`src/clnw_pkg.sv`:
```
// ---------------------------------------------------------------------------
// clnw_pkg
// Shared types, constants and cursor helpers for the character display
// nibble writer.
// ---------------------------------------------------------------------------
package clnw_pkg;

  localparam int COLUMNS   = 20;
  localparam int ROWS      = 4;
  localparam int MAX_ERASE = 8;

  localparam int COL_W = $clog2(COLUMNS + 1);
  localparam int ROW_W = 2;
  localparam int CNT_W = $clog2(MAX_ERASE + 1);
  localparam int IDX_W = 4;
  localparam int BASE_W = 7;
  localparam int NUM_ROW_BASES = 4;
  localparam int INIT_LEN = 12;

  localparam int COL_MOD_STEPS = 31 / COLUMNS;
  localparam int ROW_MOD_STEPS = 3 / ROWS;

  localparam logic [2:0] CMD_PUT   = 3'd0;
  localparam logic [2:0] CMD_BS    = 3'd1;
  localparam logic [2:0] CMD_CLEAR = 3'd2;
  localparam logic [2:0] CMD_MOVE  = 3'd3;
  localparam logic [2:0] CMD_RAW   = 3'd4;
  localparam logic [2:0] CMD_INIT  = 3'd5;

  localparam logic [1:0] WAIT_NONE  = 2'd0;
  localparam logic [1:0] WAIT_200US = 2'd1;
  localparam logic [1:0] WAIT_2MS   = 2'd2;
  localparam logic [1:0] WAIT_5MS   = 2'd3;

  localparam logic [7:0] INSTR_SET_DDRAM = 8'h80;
  localparam logic [7:0] INSTR_CLEAR     = 8'h01;
  localparam logic [7:0] INSTR_HOME      = 8'h02;
  localparam logic [7:0] CHAR_SPACE      = 8'h20;

  localparam logic [BASE_W-1:0] ROW_BASE_RESET [NUM_ROW_BASES] = '{
    7'd0, 7'd64, 7'd20, 7'd84
  };

  typedef struct packed {
    logic [3:0] nib;
    logic [1:0] wait_c;
  } init_nib_t;

  localparam init_nib_t INIT_SEQ [INIT_LEN] = '{
    '{4'h3, WAIT_5MS}, '{4'h3, WAIT_200US}, '{4'h3, WAIT_NONE}, '{4'h2, WAIT_NONE},
    '{4'h2, WAIT_NONE}, '{4'h8, WAIT_NONE}, '{4'h0, WAIT_NONE}, '{4'hC, WAIT_NONE},
    '{4'h0, WAIT_NONE}, '{4'h6, WAIT_NONE}, '{4'h0, WAIT_NONE}, '{4'h1, WAIT_2MS}
  };

  typedef enum logic [2:0] {
    JOB_PUT,
    JOB_BS,
    JOB_CLEAR,
    JOB_MOVE,
    JOB_RAW,
    JOB_INIT
  } job_kind_t;

  typedef struct packed {
    logic [2:0] cmd;
    logic [7:0] data_byte;
    logic [4:0] column;
    logic [1:0] row;
    logic [3:0] erase_count;
  } request_t;

  typedef struct packed {
    logic [3:0] nibble;
    logic       reg_select;
    logic [1:0] wait_code;
    logic       last;
  } result_t;

  typedef struct packed {
    logic [ROW_W-1:0] row;
    logic [COL_W-1:0] col;
  } pos_t;

  typedef struct packed {
    job_kind_t        kind;
    logic [7:0]       data;
    pos_t             pos;
    logic [CNT_W-1:0] count;
    logic             wrap;
  } job_t;

  function automatic logic [ROW_W-1:0] inc_row(logic [ROW_W-1:0] r);
    return (r == ROW_W'(ROWS - 1)) ? '0 : r + ROW_W'(1);
  endfunction

  function automatic pos_t back_one(pos_t p);
    pos_t q;
    q = p;
    if (p.col == '0) begin
      q.col = COL_W'(COLUMNS - 1);
      q.row = (p.row == '0) ? ROW_W'(ROWS - 1) : p.row - ROW_W'(1);
    end else begin
      q.col = p.col - COL_W'(1);
    end
    return q;
  endfunction

  function automatic logic [COL_W-1:0] mod_cols(logic [4:0] c);
    logic [5:0] v;
    v = {1'b0, c};
    for (int k = 0; k < COL_MOD_STEPS; k++) begin
      if (v >= 6'(COLUMNS)) begin
        v = v - 6'(COLUMNS);
      end
    end
    return COL_W'(v);
  endfunction

  function automatic logic [ROW_W-1:0] mod_rows(logic [1:0] r);
    logic [2:0] v;
    v = {1'b0, r};
    for (int k = 0; k < ROW_MOD_STEPS; k++) begin
      if (v >= 3'(ROWS)) begin
        v = v - 3'(ROWS);
      end
    end
    return v[ROW_W-1:0];
  endfunction

endpackage

```
`src/char_lcd_cursor_nibble_writer.sv`:
```
// ---------------------------------------------------------------------------
// char_lcd_cursor_nibble_writer
// Turns display requests into 4-bit bus writes for a character display.
// ---------------------------------------------------------------------------
// A request is taken whenever the two-entry job queue has room, and the
// sequencer then sends one nibble per clock into a two-entry result queue
// while that queue has room: 2 nibbles for a raw instruction, a cursor
// move or a put without wrap, 4 for a clear or a put that wraps, 12 for
// init and 6 per erased character for a backspace, up to 48 for a
// backspace of eight characters. The job queue takes new requests while
// the sequencer still works on an earlier one. Requests with no output
// (unused codes, backspace by zero) are taken and produce nothing.
// Row base registers may be written only while the block is idle.
module char_lcd_cursor_nibble_writer import clnw_pkg::*; (
  input  logic              clk,
  input  logic              rst,
  input  logic              push,
  output logic              full,
  input  request_t          request,
  output logic              empty,
  input  logic              pop,
  output result_t           result,
  input  logic              write_enable,
  input  logic [1:0]        write_index,
  input  logic [BASE_W-1:0] write_data
);

  logic accept;
  logic job_push;
  job_t job_new;
  logic q_full;
  logic q_valid;
  logic q_pop;
  job_t q_job;

  assign accept = push && !q_full;
  assign full   = q_full;

  clnw_front u_front (
    .clk      (clk),
    .rst      (rst),
    .accept   (accept),
    .request  (request),
    .job_push (job_push),
    .job      (job_new)
  );

  clnw_job_queue u_queue (
    .clk     (clk),
    .rst     (rst),
    .push    (job_push),
    .job_in  (job_new),
    .full    (q_full),
    .valid   (q_valid),
    .pop     (q_pop),
    .job_out (q_job)
  );

  clnw_back u_back (
    .clk          (clk),
    .rst          (rst),
    .write_enable (write_enable),
    .write_index  (write_index),
    .write_data   (write_data),
    .job_valid    (q_valid),
    .job_in       (q_job),
    .job_pop      (q_pop),
    .empty        (empty),
    .pop          (pop),
    .result       (result)
  );

endmodule

```
`src/clnw_front.sv`:
```
// ---------------------------------------------------------------------------
// clnw_front
// Accepts requests, tracks the cursor and turns each request into a job
// for the nibble sequencer.
// ---------------------------------------------------------------------------
module clnw_front import clnw_pkg::*; (
  input  logic     clk,
  input  logic     rst,
  input  logic     accept,
  input  request_t request,
  output logic     job_push,
  output job_t     job
);

  logic [COL_W-1:0] cursor_col;
  logic [ROW_W-1:0] cursor_row;
  logic [COL_W-1:0] cursor_col_next;
  logic [ROW_W-1:0] cursor_row_next;
  logic             job_valid;
  logic [CNT_W-1:0] cnt_sat;
  pos_t             cur;
  pos_t             walk;

  always_comb begin
    cur = '{row: cursor_row, col: cursor_col};
    cnt_sat = (request.erase_count > 4'(MAX_ERASE)) ? CNT_W'(MAX_ERASE)
                                                   : CNT_W'(request.erase_count);
    walk = cur;
    if (cursor_col >= COL_W'(cnt_sat)) begin
      walk.col = cursor_col - COL_W'(cnt_sat);
    end else begin
      walk.col = cursor_col + COL_W'(COLUMNS) - COL_W'(cnt_sat);
      walk.row = (cursor_row == '0) ? ROW_W'(ROWS - 1) : cursor_row - ROW_W'(1);
    end

    cursor_col_next = cursor_col;
    cursor_row_next = cursor_row;
    job_valid = 1'b0;
    job.kind = JOB_RAW;
    job.data = request.data_byte;
    job.pos = cur;
    job.count = cnt_sat;
    job.wrap = 1'b0;

    unique case (request.cmd)
      CMD_PUT: begin
        job_valid = 1'b1;
        job.kind = JOB_PUT;
        if (cursor_col >= COL_W'(COLUMNS)) begin
          job.wrap = 1'b1;
          job.pos = '{row: inc_row(cursor_row), col: '0};
          cursor_row_next = inc_row(cursor_row);
          cursor_col_next = COL_W'(1);
        end else begin
          cursor_col_next = cursor_col + COL_W'(1);
        end
      end
      CMD_BS: begin
        job_valid = (cnt_sat != '0);
        job.kind = JOB_BS;
        cursor_col_next = walk.col;
        cursor_row_next = walk.row;
      end
      CMD_CLEAR: begin
        job_valid = 1'b1;
        job.kind = JOB_CLEAR;
        job.pos = '0;
        cursor_col_next = '0;
        cursor_row_next = '0;
      end
      CMD_MOVE: begin
        job_valid = 1'b1;
        job.kind = JOB_MOVE;
        job.pos = '{row: mod_rows(request.row), col: mod_cols(request.column)};
        cursor_col_next = mod_cols(request.column);
        cursor_row_next = mod_rows(request.row);
      end
      CMD_RAW: begin
        job_valid = 1'b1;
        job.kind = JOB_RAW;
      end
      CMD_INIT: begin
        job_valid = 1'b1;
        job.kind = JOB_INIT;
      end
      default: begin
        job_valid = 1'b0;
      end
    endcase
  end

  assign job_push = accept && job_valid;

  always_ff @(posedge clk) begin
    if (rst) begin
      cursor_col <= '0;
      cursor_row <= '0;
    end else if (accept) begin
      cursor_col <= cursor_col_next;
      cursor_row <= cursor_row_next;
    end
  end

endmodule

```
`src/clnw_job_queue.sv`:
```
// ---------------------------------------------------------------------------
// clnw_job_queue
// Two-entry job queue between the request front end and the sequencer.
// ---------------------------------------------------------------------------
module clnw_job_queue import clnw_pkg::*; (
  input  logic clk,
  input  logic rst,
  input  logic push,
  input  job_t job_in,
  output logic full,
  output logic valid,
  input  logic pop,
  output job_t job_out
);

  job_t       slots [2];
  logic       wptr;
  logic       rptr;
  logic [1:0] count;

  assign full    = (count == 2'd2);
  assign valid   = (count != 2'd0);
  assign job_out = slots[rptr];

  always_ff @(posedge clk) begin
    if (rst) begin
      wptr  <= 1'b0;
      rptr  <= 1'b0;
      count <= 2'd0;
    end else begin
      if (push) begin
        wptr <= ~wptr;
      end
      if (pop) begin
        rptr <= ~rptr;
      end
      count <= count + 2'(push) - 2'(pop);
    end
  end

  always_ff @(posedge clk) begin
    if (push) begin
      slots[wptr] <= job_in;
    end
  end

endmodule

```
`src/clnw_back.sv`:
```
// ---------------------------------------------------------------------------
// clnw_back
// Nibble sequencer: expands each job into bus nibbles, one per clock while
// its two-entry result queue has room, and holds the row base registers.
// ---------------------------------------------------------------------------
module clnw_back import clnw_pkg::*; (
  input  logic              clk,
  input  logic              rst,
  input  logic              write_enable,
  input  logic [1:0]        write_index,
  input  logic [BASE_W-1:0] write_data,
  input  logic              job_valid,
  input  job_t              job_in,
  output logic              job_pop,
  output logic              empty,
  input  logic              pop,
  output result_t           result
);

  logic [BASE_W-1:0] row_base [NUM_ROW_BASES];

  logic             busy;
  job_t             job;
  logic [IDX_W-1:0] idx;
  logic [CNT_W-1:0] steps_left;
  pos_t             pos;

  pos_t             addr_pos;
  logic [7:0]       addr;
  logic [7:0]       byte_val;
  logic             rs;
  logic [IDX_W-1:0] last_idx;
  logic             at_end;
  logic             finishing;
  logic             more_steps;
  logic             advance;
  logic             space;
  result_t          nib_item;

  result_t          oslots [2];
  logic             owptr;
  logic             orptr;
  logic [1:0]       ocount;
  logic             opop;

  always_comb begin
    unique case (job.kind)
      JOB_BS:    addr_pos = pos;
      JOB_CLEAR: addr_pos = '0;
      default:   addr_pos = job.pos;
    endcase
    addr = INSTR_SET_DDRAM | ({1'b0, row_base[addr_pos.row]} + 8'(addr_pos.col));

    byte_val = addr;
    rs = 1'b0;
    last_idx = IDX_W'(1);
    unique case (job.kind)
      JOB_PUT: begin
        last_idx = IDX_W'(3);
        if (idx >= IDX_W'(2)) begin
          byte_val = job.data;
          rs = 1'b1;
        end
      end
      JOB_BS: begin
        last_idx = IDX_W'(5);
        if (idx == IDX_W'(2) || idx == IDX_W'(3)) begin
          byte_val = CHAR_SPACE;
          rs = 1'b1;
        end
      end
      JOB_CLEAR: begin
        last_idx = IDX_W'(3);
        if (idx < IDX_W'(2)) begin
          byte_val = INSTR_CLEAR;
        end
      end
      JOB_MOVE: begin
        last_idx = IDX_W'(1);
      end
      JOB_RAW: begin
        byte_val = job.data;
      end
      JOB_INIT: begin
        last_idx = IDX_W'(INIT_LEN - 1);
      end
      default: begin
        last_idx = IDX_W'(1);
      end
    endcase

    if (job.kind == JOB_INIT) begin
      nib_item.nibble = INIT_SEQ[idx].nib;
      nib_item.wait_code = INIT_SEQ[idx].wait_c;
    end else begin
      nib_item.nibble = idx[0] ? byte_val[3:0] : byte_val[7:4];
      nib_item.wait_code = (idx[0] && !rs &&
                            (byte_val == INSTR_CLEAR || byte_val == INSTR_HOME))
                           ? WAIT_2MS : WAIT_NONE;
    end
    nib_item.reg_select = rs;

    at_end = (idx == last_idx);
    more_steps = (job.kind == JOB_BS) && (steps_left > CNT_W'(1));
    finishing = at_end && !more_steps;
    nib_item.last = finishing;
  end

  assign space   = (ocount != 2'd2);
  assign advance = busy && space;
  assign job_pop = job_valid && (!busy || (advance && finishing));
  assign opop    = pop && (ocount != 2'd0);
  assign empty   = (ocount == 2'd0);
  assign result  = oslots[orptr];

  always_ff @(posedge clk) begin
    if (rst) begin
      busy   <= 1'b0;
      owptr  <= 1'b0;
      orptr  <= 1'b0;
      ocount <= 2'd0;
      for (int i = 0; i < NUM_ROW_BASES; i++) begin
        row_base[i] <= ROW_BASE_RESET[i];
      end
    end else begin
      if (write_enable) begin
        row_base[write_index] <= write_data;
      end
      if (job_pop) begin
        busy <= 1'b1;
        job <= job_in;
        idx <= (job_in.kind == JOB_PUT && !job_in.wrap) ? IDX_W'(2) : '0;
        steps_left <= job_in.count;
        pos <= back_one(job_in.pos);
      end else if (advance) begin
        if (at_end) begin
          if (more_steps) begin
            steps_left <= steps_left - CNT_W'(1);
            pos <= back_one(pos);
            idx <= '0;
          end else begin
            busy <= 1'b0;
          end
        end else begin
          idx <= idx + IDX_W'(1);
        end
      end
      if (advance) begin
        owptr <= ~owptr;
      end
      if (opop) begin
        orptr <= ~orptr;
      end
      ocount <= ocount + 2'(advance) - 2'(opop);
    end
  end

  always_ff @(posedge clk) begin
    if (advance) begin
      oslots[owptr] <= nib_item;
    end
  end

endmodule
```
`config.mk`:
```
export PLATFORM = sky130hd
export DESIGN_NAME = char_lcd_cursor_nibble_writer
export DESIGN_NICKNAME = d
export VERILOG_FILES = /design/src/clnw_pkg.sv /design/src/char_lcd_cursor_nibble_writer.sv /design/src/clnw_front.sv /design/src/clnw_job_queue.sv /design/src/clnw_back.sv
export SDC_FILE = /design/constraint.sdc
export NUM_CORES = 1
export LEC_CHECK = 0
export BUFFER_PORTS_ARGS = -buffer_cell sky130_fd_sc_hd__buf_4
export CAP_MARGIN = 5
export CELL_PAD_IN_SITES_DETAIL_PLACEMENT = 1
export CELL_PAD_IN_SITES_GLOBAL_PLACEMENT = 1
export CORE_MARGIN = 1
export CORE_UTILIZATION = 45
export DETAILED_ROUTE_END_ITERATION = 6
export GPL_TIMING_DRIVEN = 0
export PLACE_DENSITY_LB_ADDON = 0.1
export REMOVE_ABC_BUFFERS = 1
export SLEW_MARGIN = 20
export SYNTH_ARGS = -nofsm -noshare
export SYNTH_HDL_FRONTEND = slang
export SYNTH_SLANG_ARGS = --single-unit
```
`constraint.sdc`:
```
create_clock -name clk -period 3.8 [get_ports clk]
set_clock_uncertainty 0.15 [all_clocks]
set_input_delay 0.38 -clock clk [delete_from_list [all_inputs] [get_ports clk]]
set_output_delay 0.38 -clock clk [all_outputs]
set_load 0.01 [all_outputs]
```
==> implementation parameters, run 1 <==
Parameter                              Value

Global route
  Number of antenna violations at the first check in global routing    0
  Pin count of the biggest net entering global routing    29
  Global-route wire length before repair    29930 µm
  Tot GR Track Use    0.2240
  Vias in the first global route    5680
  Remaining Overflow, GRT    0

Clocking
  Clock insertion delay at the later pin of the skew report    430 ps
  CTS root buffer    clkbuf_16
  TritonCTS clock tree    yes
  H-Tree Depth    4
  Longest Clk Path Bufs    2
  Total clock sinks    141
  Clock edge transition at the registers on the reported setup and hold paths    60 ps
  Total clock buffers created by CTS    17

Die
  Area of the die    17500 µm²
  Die Height    132.3 µm
  Effective utilization at floorplan    0.4607
  Number of rows created at floorplan    47
  Number of primary I/O pins    46
  Area of the core region    16580 µm²
  Die Wd    132.3 µm

Logic synthesis
  Synthesis warning total    0
  Yosys reg bits    141
  Library cell with the highest instance count after synthesis    edfxtp_1
  Syn Area/Cell    11.63 µm²
  Synthesized cell area    7640 µm²
  Number of unique standard cell types used by synthesis    68
  Leading cell types by total area after synthesis    edfxtp_1 (48%), ha_1 (6.1%), dfxtp_1 (4.7%)
  Post-Syn Instances    657
  Commonest register cell after synthesis    edfxtp_1
  Register area share after synthesis    0.5306
  Async set-reset flop share out of synthesis    0
  Top cells by instance count after synthesis    edfxtp_1 (123), inv_1 (43), nor2_1 (38)
  Count of flip-flops with a built-in enable after synthesis    123
  Fraction of post-synthesis cell area in the top cell type by area    0.4835
  Post-synthesis cell type with the largest combined area    edfxtp_1

Layout
  Area grow syn2layout    17.93%
  Fraction of layout instances using a drive strength above 1    0.1973
  Count of filler cells inserted in the layout    1731
  Diode insertion count for antenna repair    0
  Post-layout net count    794

Power
  Worst VDD drop    0.0003701 V
  Clk network pwr share    0.271
  Reg power frac    0.384
  Power per standard cell area    675.6 nW/µm²
  P_int    0.003991 W
  Switching power share of the total    0.3444
  Psw    0.002096 W
  Part of the power in combinational logic    0.345
  P_leak    3.437 nW

Critical path
  RR Startpoint    u_back.job[20]
  Maximum cell stage delay along the critical path    520 ps
  CP Cell Sequence    a21o_4 -> a211o_4 -> and2_1 -> a211oi_1 -> a21oi_1 -> ha_1 -> fa_2 -> a21o_1 -> a21o_1 -> xor2_2 -> a221oi_2 -> a211o_1 -> o21ai_0
  Crit Path Max Fanout    8
  Cell mode on critical path    a21o_1
  Path length in cells of the critical path    13
  Critical path's top delay family    compound AO/OA/AOI/OAI gates
  Startpoint type of the worst setup path    flip-flop
  Critical Path Slowest Stage Cell    edfxtp_1
  Reg2Reg Capture Point    u_back.oslots[1][4]
  Crit path from    u_back.job[20]
  Path type of the worst setup path    reg -> reg
  Critical path required time    3810 ps
  Worst R2R Setup Slack    110 ps
  CP endpoint kind    flip-flop
  Critical path destination    u_back.oslots[1][4]
  Number of cells on the worst reg-to-reg path    13
  Number of buffers and inverters on the critical path    0
  Arrival time at the worst endpoint    3700 ps

Worst hold path
  Hold/Removal Path Class    in -> reg

STA
  Number of endpoints failing setup at the final stage    0
  Slew Limit Fails    0
  Worst relative slew slack    0.2776
  Post-route setup TNS    0 ps
  Final cycle utilization of the critical path    0.9710
  Final Hold Slack    91.67 ps
  Post-route minimum period    3690 ps
  Worst-Margin Slew    1075 ps
  Final number of hold-violating endpoints    0
  Highest achievable clock rate    271.0 MHz

Route
  Overall via count from detail_route    5354
  First DRT Iteration DRCs    226
  1st-pass router iterations    7
  DRC    0
  Detail-routed via count per cell    5.636
  Total detailed-routing wirelength    18850 µm
  Final routed wire length divided by cell count    19.84 µm
  Antenna-violating nets left    0

Placed design
  Half-perimeter wire length after detailed placement    13470 µm
  Count of buffers from port buffering    45
  Routability cong.    0.8280

Job
  Max-cap violation count    0

Status
  Result of the run    complete, no violations
cells by family (layout without fill, tap and decap cells):
| kind of cell | count (synthesis) | after routing | synth area share |
|---|---|---|---|
| simple gates | 179 | 179 | 0.1251 |
| mux | 48 | 48 | 0.06682 |
| buf+inv | 74 | 146 | 0.03914 |
| fa+ha+maj | 41 | 41 | 0.07108 |
| xor+xnor | 22 | 22 | 0.02522 |
| flops | 141 | 141 | 0.5306 |
| compound gates | 152 | 153 | 0.1420 |
power groups by stage:
stage | Clock (W) | Combinational, W | Sequential (W)
5_1_grt | 0.00172 | 0.00231 | 0.00238
2_1_floorplan | 0 | 0.00139 | 0.00227
4_1_cts | 0.00168 | 0.00205 | 0.00233
3_3_place_gp | 0 | 0.00187 | 0.00236
3_5_place_dp | 0 | 0.00197 | 0.00238
6_report | 0.00165 | 0.00210 | 0.00234
metal layers:
layer  global-route usage  up-vias  wire length (µm)
li1                     -     2566                 -
met2               0.3912      108              9671
met5                    0        -                 0
met3              0.03614       30               557
met4              0.08685        0               406
met1               0.2778     2650              8212
layout make-up:
class                   instances  area (µm²)  area share
clock buffers                  19       442.9     0.04916
inverters                      46       172.7     0.01916
flip-flops and latches        141        4055      0.4501
well taps                     220       275.3     0.03055
multi-input cells             443        3379      0.3751
repair buffers                 68       544.3     0.06041
clock inverters                13       140.1     0.01555
cells in the final DEF, fill, tap and decap left out, types with 6 or more instances in the layout:
cell / instances
buf_4: 57
nor3_1: 16
or2_2: 6
mux2i_1: 24
a31oi_1: 6
a21oi_1: 31
nand2_1: 29
nor4_1: 6
o211ai_1: 6
dfxtp_1: 17
nand3_1: 7
nor2b_1: 9
a22oi_1: 8
a211oi_1: 18
nand2b_1: 14
and2_1: 25
nor2_1: 37
clkbuf_16: 17
a221oi_1: 7
edfxtp_1: 123
xor2_1: 12
o21ai_0: 27
a21o_1: 8
xnor2_1: 9
mux2_2: 24
inv_1: 43
ha_1: 37
dlygate4sd3_1: 9
through the flow:
step	util	total power (W)	instances	setup WS, ps	instance area [µm²]
floorplan	-	0.003661	629	-28.20	7513
global placement	0.4900	0.004230	894	-746.8	8127
detailed placement	0.4923	0.004349	896	-474.8	8164
CTS	0.5384	0.006065	946	25.23	8929
global route	0.5433	0.006414	950	-8.384	9010
finish	0.5433	0.006087	950	110.0	9010
worst min path at each step:
stage / end / slack, ps / from / cells after the start
2_1_floorplan: flip-flop / 300 / rst / 1
3_5_place_dp: flip-flop / 360 / u_queue.rptr / 2
6_report: u_back.row_base[2][2] / 90 / write_data[2] / 2
5_1_grt: u_back.row_base[2][2] / 80 / write_data[2] / 2
4_1_cts: u_back.row_base[2][2] / 80 / write_data[2] / 2
3_3_place_gp: flip-flop / 340 / u_queue.rptr / 2
flip-flops by register name, indices dropped and copies added (netlist names), 2 cells and up, named ones only:
name and count:
u_queue.slots 46, u_back.pos 7, u_back.steps_left 4, u_back.row_base 28, u_front.cursor_col 5, u_back.job 18
u_back.ocount 2, u_back.idx 4, u_back.oslots 16, u_front.cursor_row 2, u_queue.count 2
timing repair:
action,4_1_cts,5_1_grt
resized for setup,6,7
buffers inserted,9,3
setup endpoints to repair,10,6
pin swaps,2,4
endpoints found under the hold margin,18,0
gates cloned,0,1
hold buffers,9,0
No activity file was read; power rests on OpenSTA's default activity.
==> run 2, diff against run 1 <==
--- a/config.mk
+++ b/config.mk
@@ -12,7 +12,6 @@
 export CORE_MARGIN = 1
 export CORE_UTILIZATION = 45
 export DETAILED_ROUTE_END_ITERATION = 6
-export GPL_TIMING_DRIVEN = 0
 export PLACE_DENSITY_LB_ADDON = 0.1
 export REMOVE_ABC_BUFFERS = 1
 export SLEW_MARGIN = 20
==> run 2 against run 1 <==
Against the previous run: power fell by 2.4%; clock-buffer cell count fell by 2; utilization fell by 0.40 points; non-clock buffer count rose by 6; register-to-register slack improved by 80 ps; final cell count rose by 0.53%; wire length fell by 3.0%; clock power fell by 5%; first-iteration DRC count rose by 14%; largest cell class unchanged; hold slack got worse by 66 ps; critical endpoint is now u_back.oslots[0][6].
==> implementation parameters, run 2 (same netlist as run 1, synthesis figures left out) <==
Parameter                              Value

Layout
  Post-layout utilization of the core    0.5393
  Post-layout net count    799
  Area of all placed cells without fillers    8944 µm²
  Commonest non-fill, non-tap cell in the layout    edfxtp_1
  Registers with the most flip-flops    u_queue.slots: 46 flops, u_back.row_base: 28 flops, u_back.job: 18 flops
  Final cell count without fillers    955
  Diode insertion count for antenna repair    0
  Top library cells by usage in the layout, fill and taps aside    edfxtp_1 (123), buf_4 (66), inv_1 (43), nor2_1 (38), ha_1 (37)
  Register name with the most flops    u_queue.slots
  Area grow syn2layout    17.07%
  Number of flip-flops in the largest register    46
  Fraction of layout instances using a drive strength above 1    0.1905

Critical path
  Arrival time at the worst endpoint    3600 ps
  RR Startpoint    u_back.job[20]
  CP Cell Sequence    and4bb_2 -> a211o_1 -> buf_4 -> and2_0 -> a211oi_1 -> a21oi_1 -> fa_1 -> a21o_1 -> a21o_1 -> a21oi_1 -> a211oi_2 -> o311ai_2 -> a311oi_1
  Crit Path Max Fanout    8
  Maximum cell stage delay along the critical path    470 ps
  Critical path required time    3790 ps
  Worst R2R Setup Slack    190 ps
  Crit path from    u_back.job[20]
  Critical Path Slowest Stage Cell    fa_1
  Number of buffers and inverters on the critical path    1
  Path type of the worst setup path    reg -> reg
  Startpoint type of the worst setup path    flip-flop
  CP endpoint kind    flip-flop
  Critical path's top delay family    compound AO/OA/AOI/OAI gates

Placed design
  Half-perimeter wire length after detailed placement    13930 µm
  Routability cong.    0.8580
  Instance area after placement    8264 µm²
  Count of buffers from port buffering    45
  Dpl cells    912

Clocking
  Total clock buffers created by CTS    17
  H-Tree Depth    4
  Total clock sinks    141
  TritonCTS clock tree    yes
  Clock edge transition at the registers on the reported setup and hold paths    60 ps
  Longest Clk Path Bufs    2
  CTS root buffer    clkbuf_16
  Clock insertion delay at the later pin of the skew report    420 ps

Global route
  Number of antenna violations at the first check in global routing    0
  Vias in the first global route    5718
  Global-route wire length before repair    29580 µm
  Tot GR Track Use    0.2201
  Pin count of the biggest net entering global routing    29
  Remaining Overflow, GRT    0

Route
  Final routed wire length divided by cell count    19.15 µm
  Antenna-violating nets left    0
  Detail-routed via count per cell    5.564
  Overall via count from detail_route    5314
  Total detailed-routing wirelength    18290 µm
  1st-pass router iterations    5
  First DRT Iteration DRCs    258
  DRC    0

STA
  Post-route minimum period    3605 ps
  Worst-Margin Slew    914.2 ps
  Slew Limit Fails    0
  Final cycle utilization of the critical path    0.9488
  Final number of hold-violating endpoints    0
  Highest achievable clock rate    277.4 MHz
  Final Hold Slack    25.56 ps
  Number of endpoints failing setup at the final stage    0
  Worst relative slew slack    0.3892

Worst hold path
  Hold/Removal Path Class    in -> reg
  Worst Hold Launch    request[3]

Power
  P_leak    3.445 nW
  Worst VDD drop    0.0003304 V
  Power per standard cell area    664.3 nW/µm²

Status
  Result of the run    complete, no violations

Die
  Die Wd    132.3 µm
  Number of primary I/O pins    46
  Area of the core region    16580 µm²
  Die Height    132.3 µm
  Area of the die    17500 µm²
  Effective utilization at floorplan    0.4607
  Number of rows created at floorplan    47

Job
  Max-cap violation count    0
==> run 2: cell count changes in the layout (fill, tap and decap cells not counted), sizes merged, moves of 2 or more <==
cell | previous run | this run
clkbuf | 19 | 17
clkinvlp | 4 | 2
buf | 59 | 66
bufinv | 2 | 0
inv | 47 | 53
==> run 2: layout make-up <==
| class | count | area (µm²) |
|---|---|---|
| clock buffers | 17 | 425.4 |
| multi-input cells | 442 | 3313 |
| inverters | 46 | 172.7 |
| well taps | 220 | 275.3 |
| fillers | 1771 | 7640 |
| flip-flops and latches | 141 | 4054 |
| repair buffers | 74 | 575.6 |
| clock inverters | 15 | 127.6 |
==> run 2: through the flow <==
step,setup TNS (ps),setup WS (ps),power (W)
after floorplan,-56.40,-28.20,0.003661
after global placement,0,242.2,0.004269
after detailed placement,0,90.58,0.004388
after CTS,0,90.20,0.005971
after global routing,-44.61,-20.53,0.006290
final,0,194.7,0.005941
==> run 2: worst paths after layout <==
kind,end,cells past startpoint
setup / recovery,u_back.oslots[0][6],13
hold / removal,u_queue.slots[1][4],1
setup reg to reg,u_back.oslots[0][6],13
hold reg to reg,u_queue.rptr,2
==> run 2: power by group <==
part	internal, W	leakage, nW	switching [W]
combinational	0.000923	1.87	0.00116
sequential	0.00207	1.30	0.000229
clock	0.000858	0.272	0.000698
total	0.00385	3.44	0.00209
==> run 2: routing by layer <==
| layer | vias to the layer above | GRT usage | part of all wire |
|---|---|---|---|
| met3 | 22 | 0.05267 | 0.033 |
| met4 | 0 | 0.06513 | 0.015 |
| met2 | 87 | 0.3930 | 0.52 |
| li1 | 2577 | - | - |
| met5 | - | 0 | 0 |
| met1 | 2628 | 0.2625 | 0.43 |
==> run 2: repair_timing <==
item                                   in CTS  in global routing
gates resized for setup                     0                  4
endpoints found under the hold margin      16                  0
buffers inserted                            0                  3
setup endpoints to repair                   0                  6
hold buffers                                8                  0
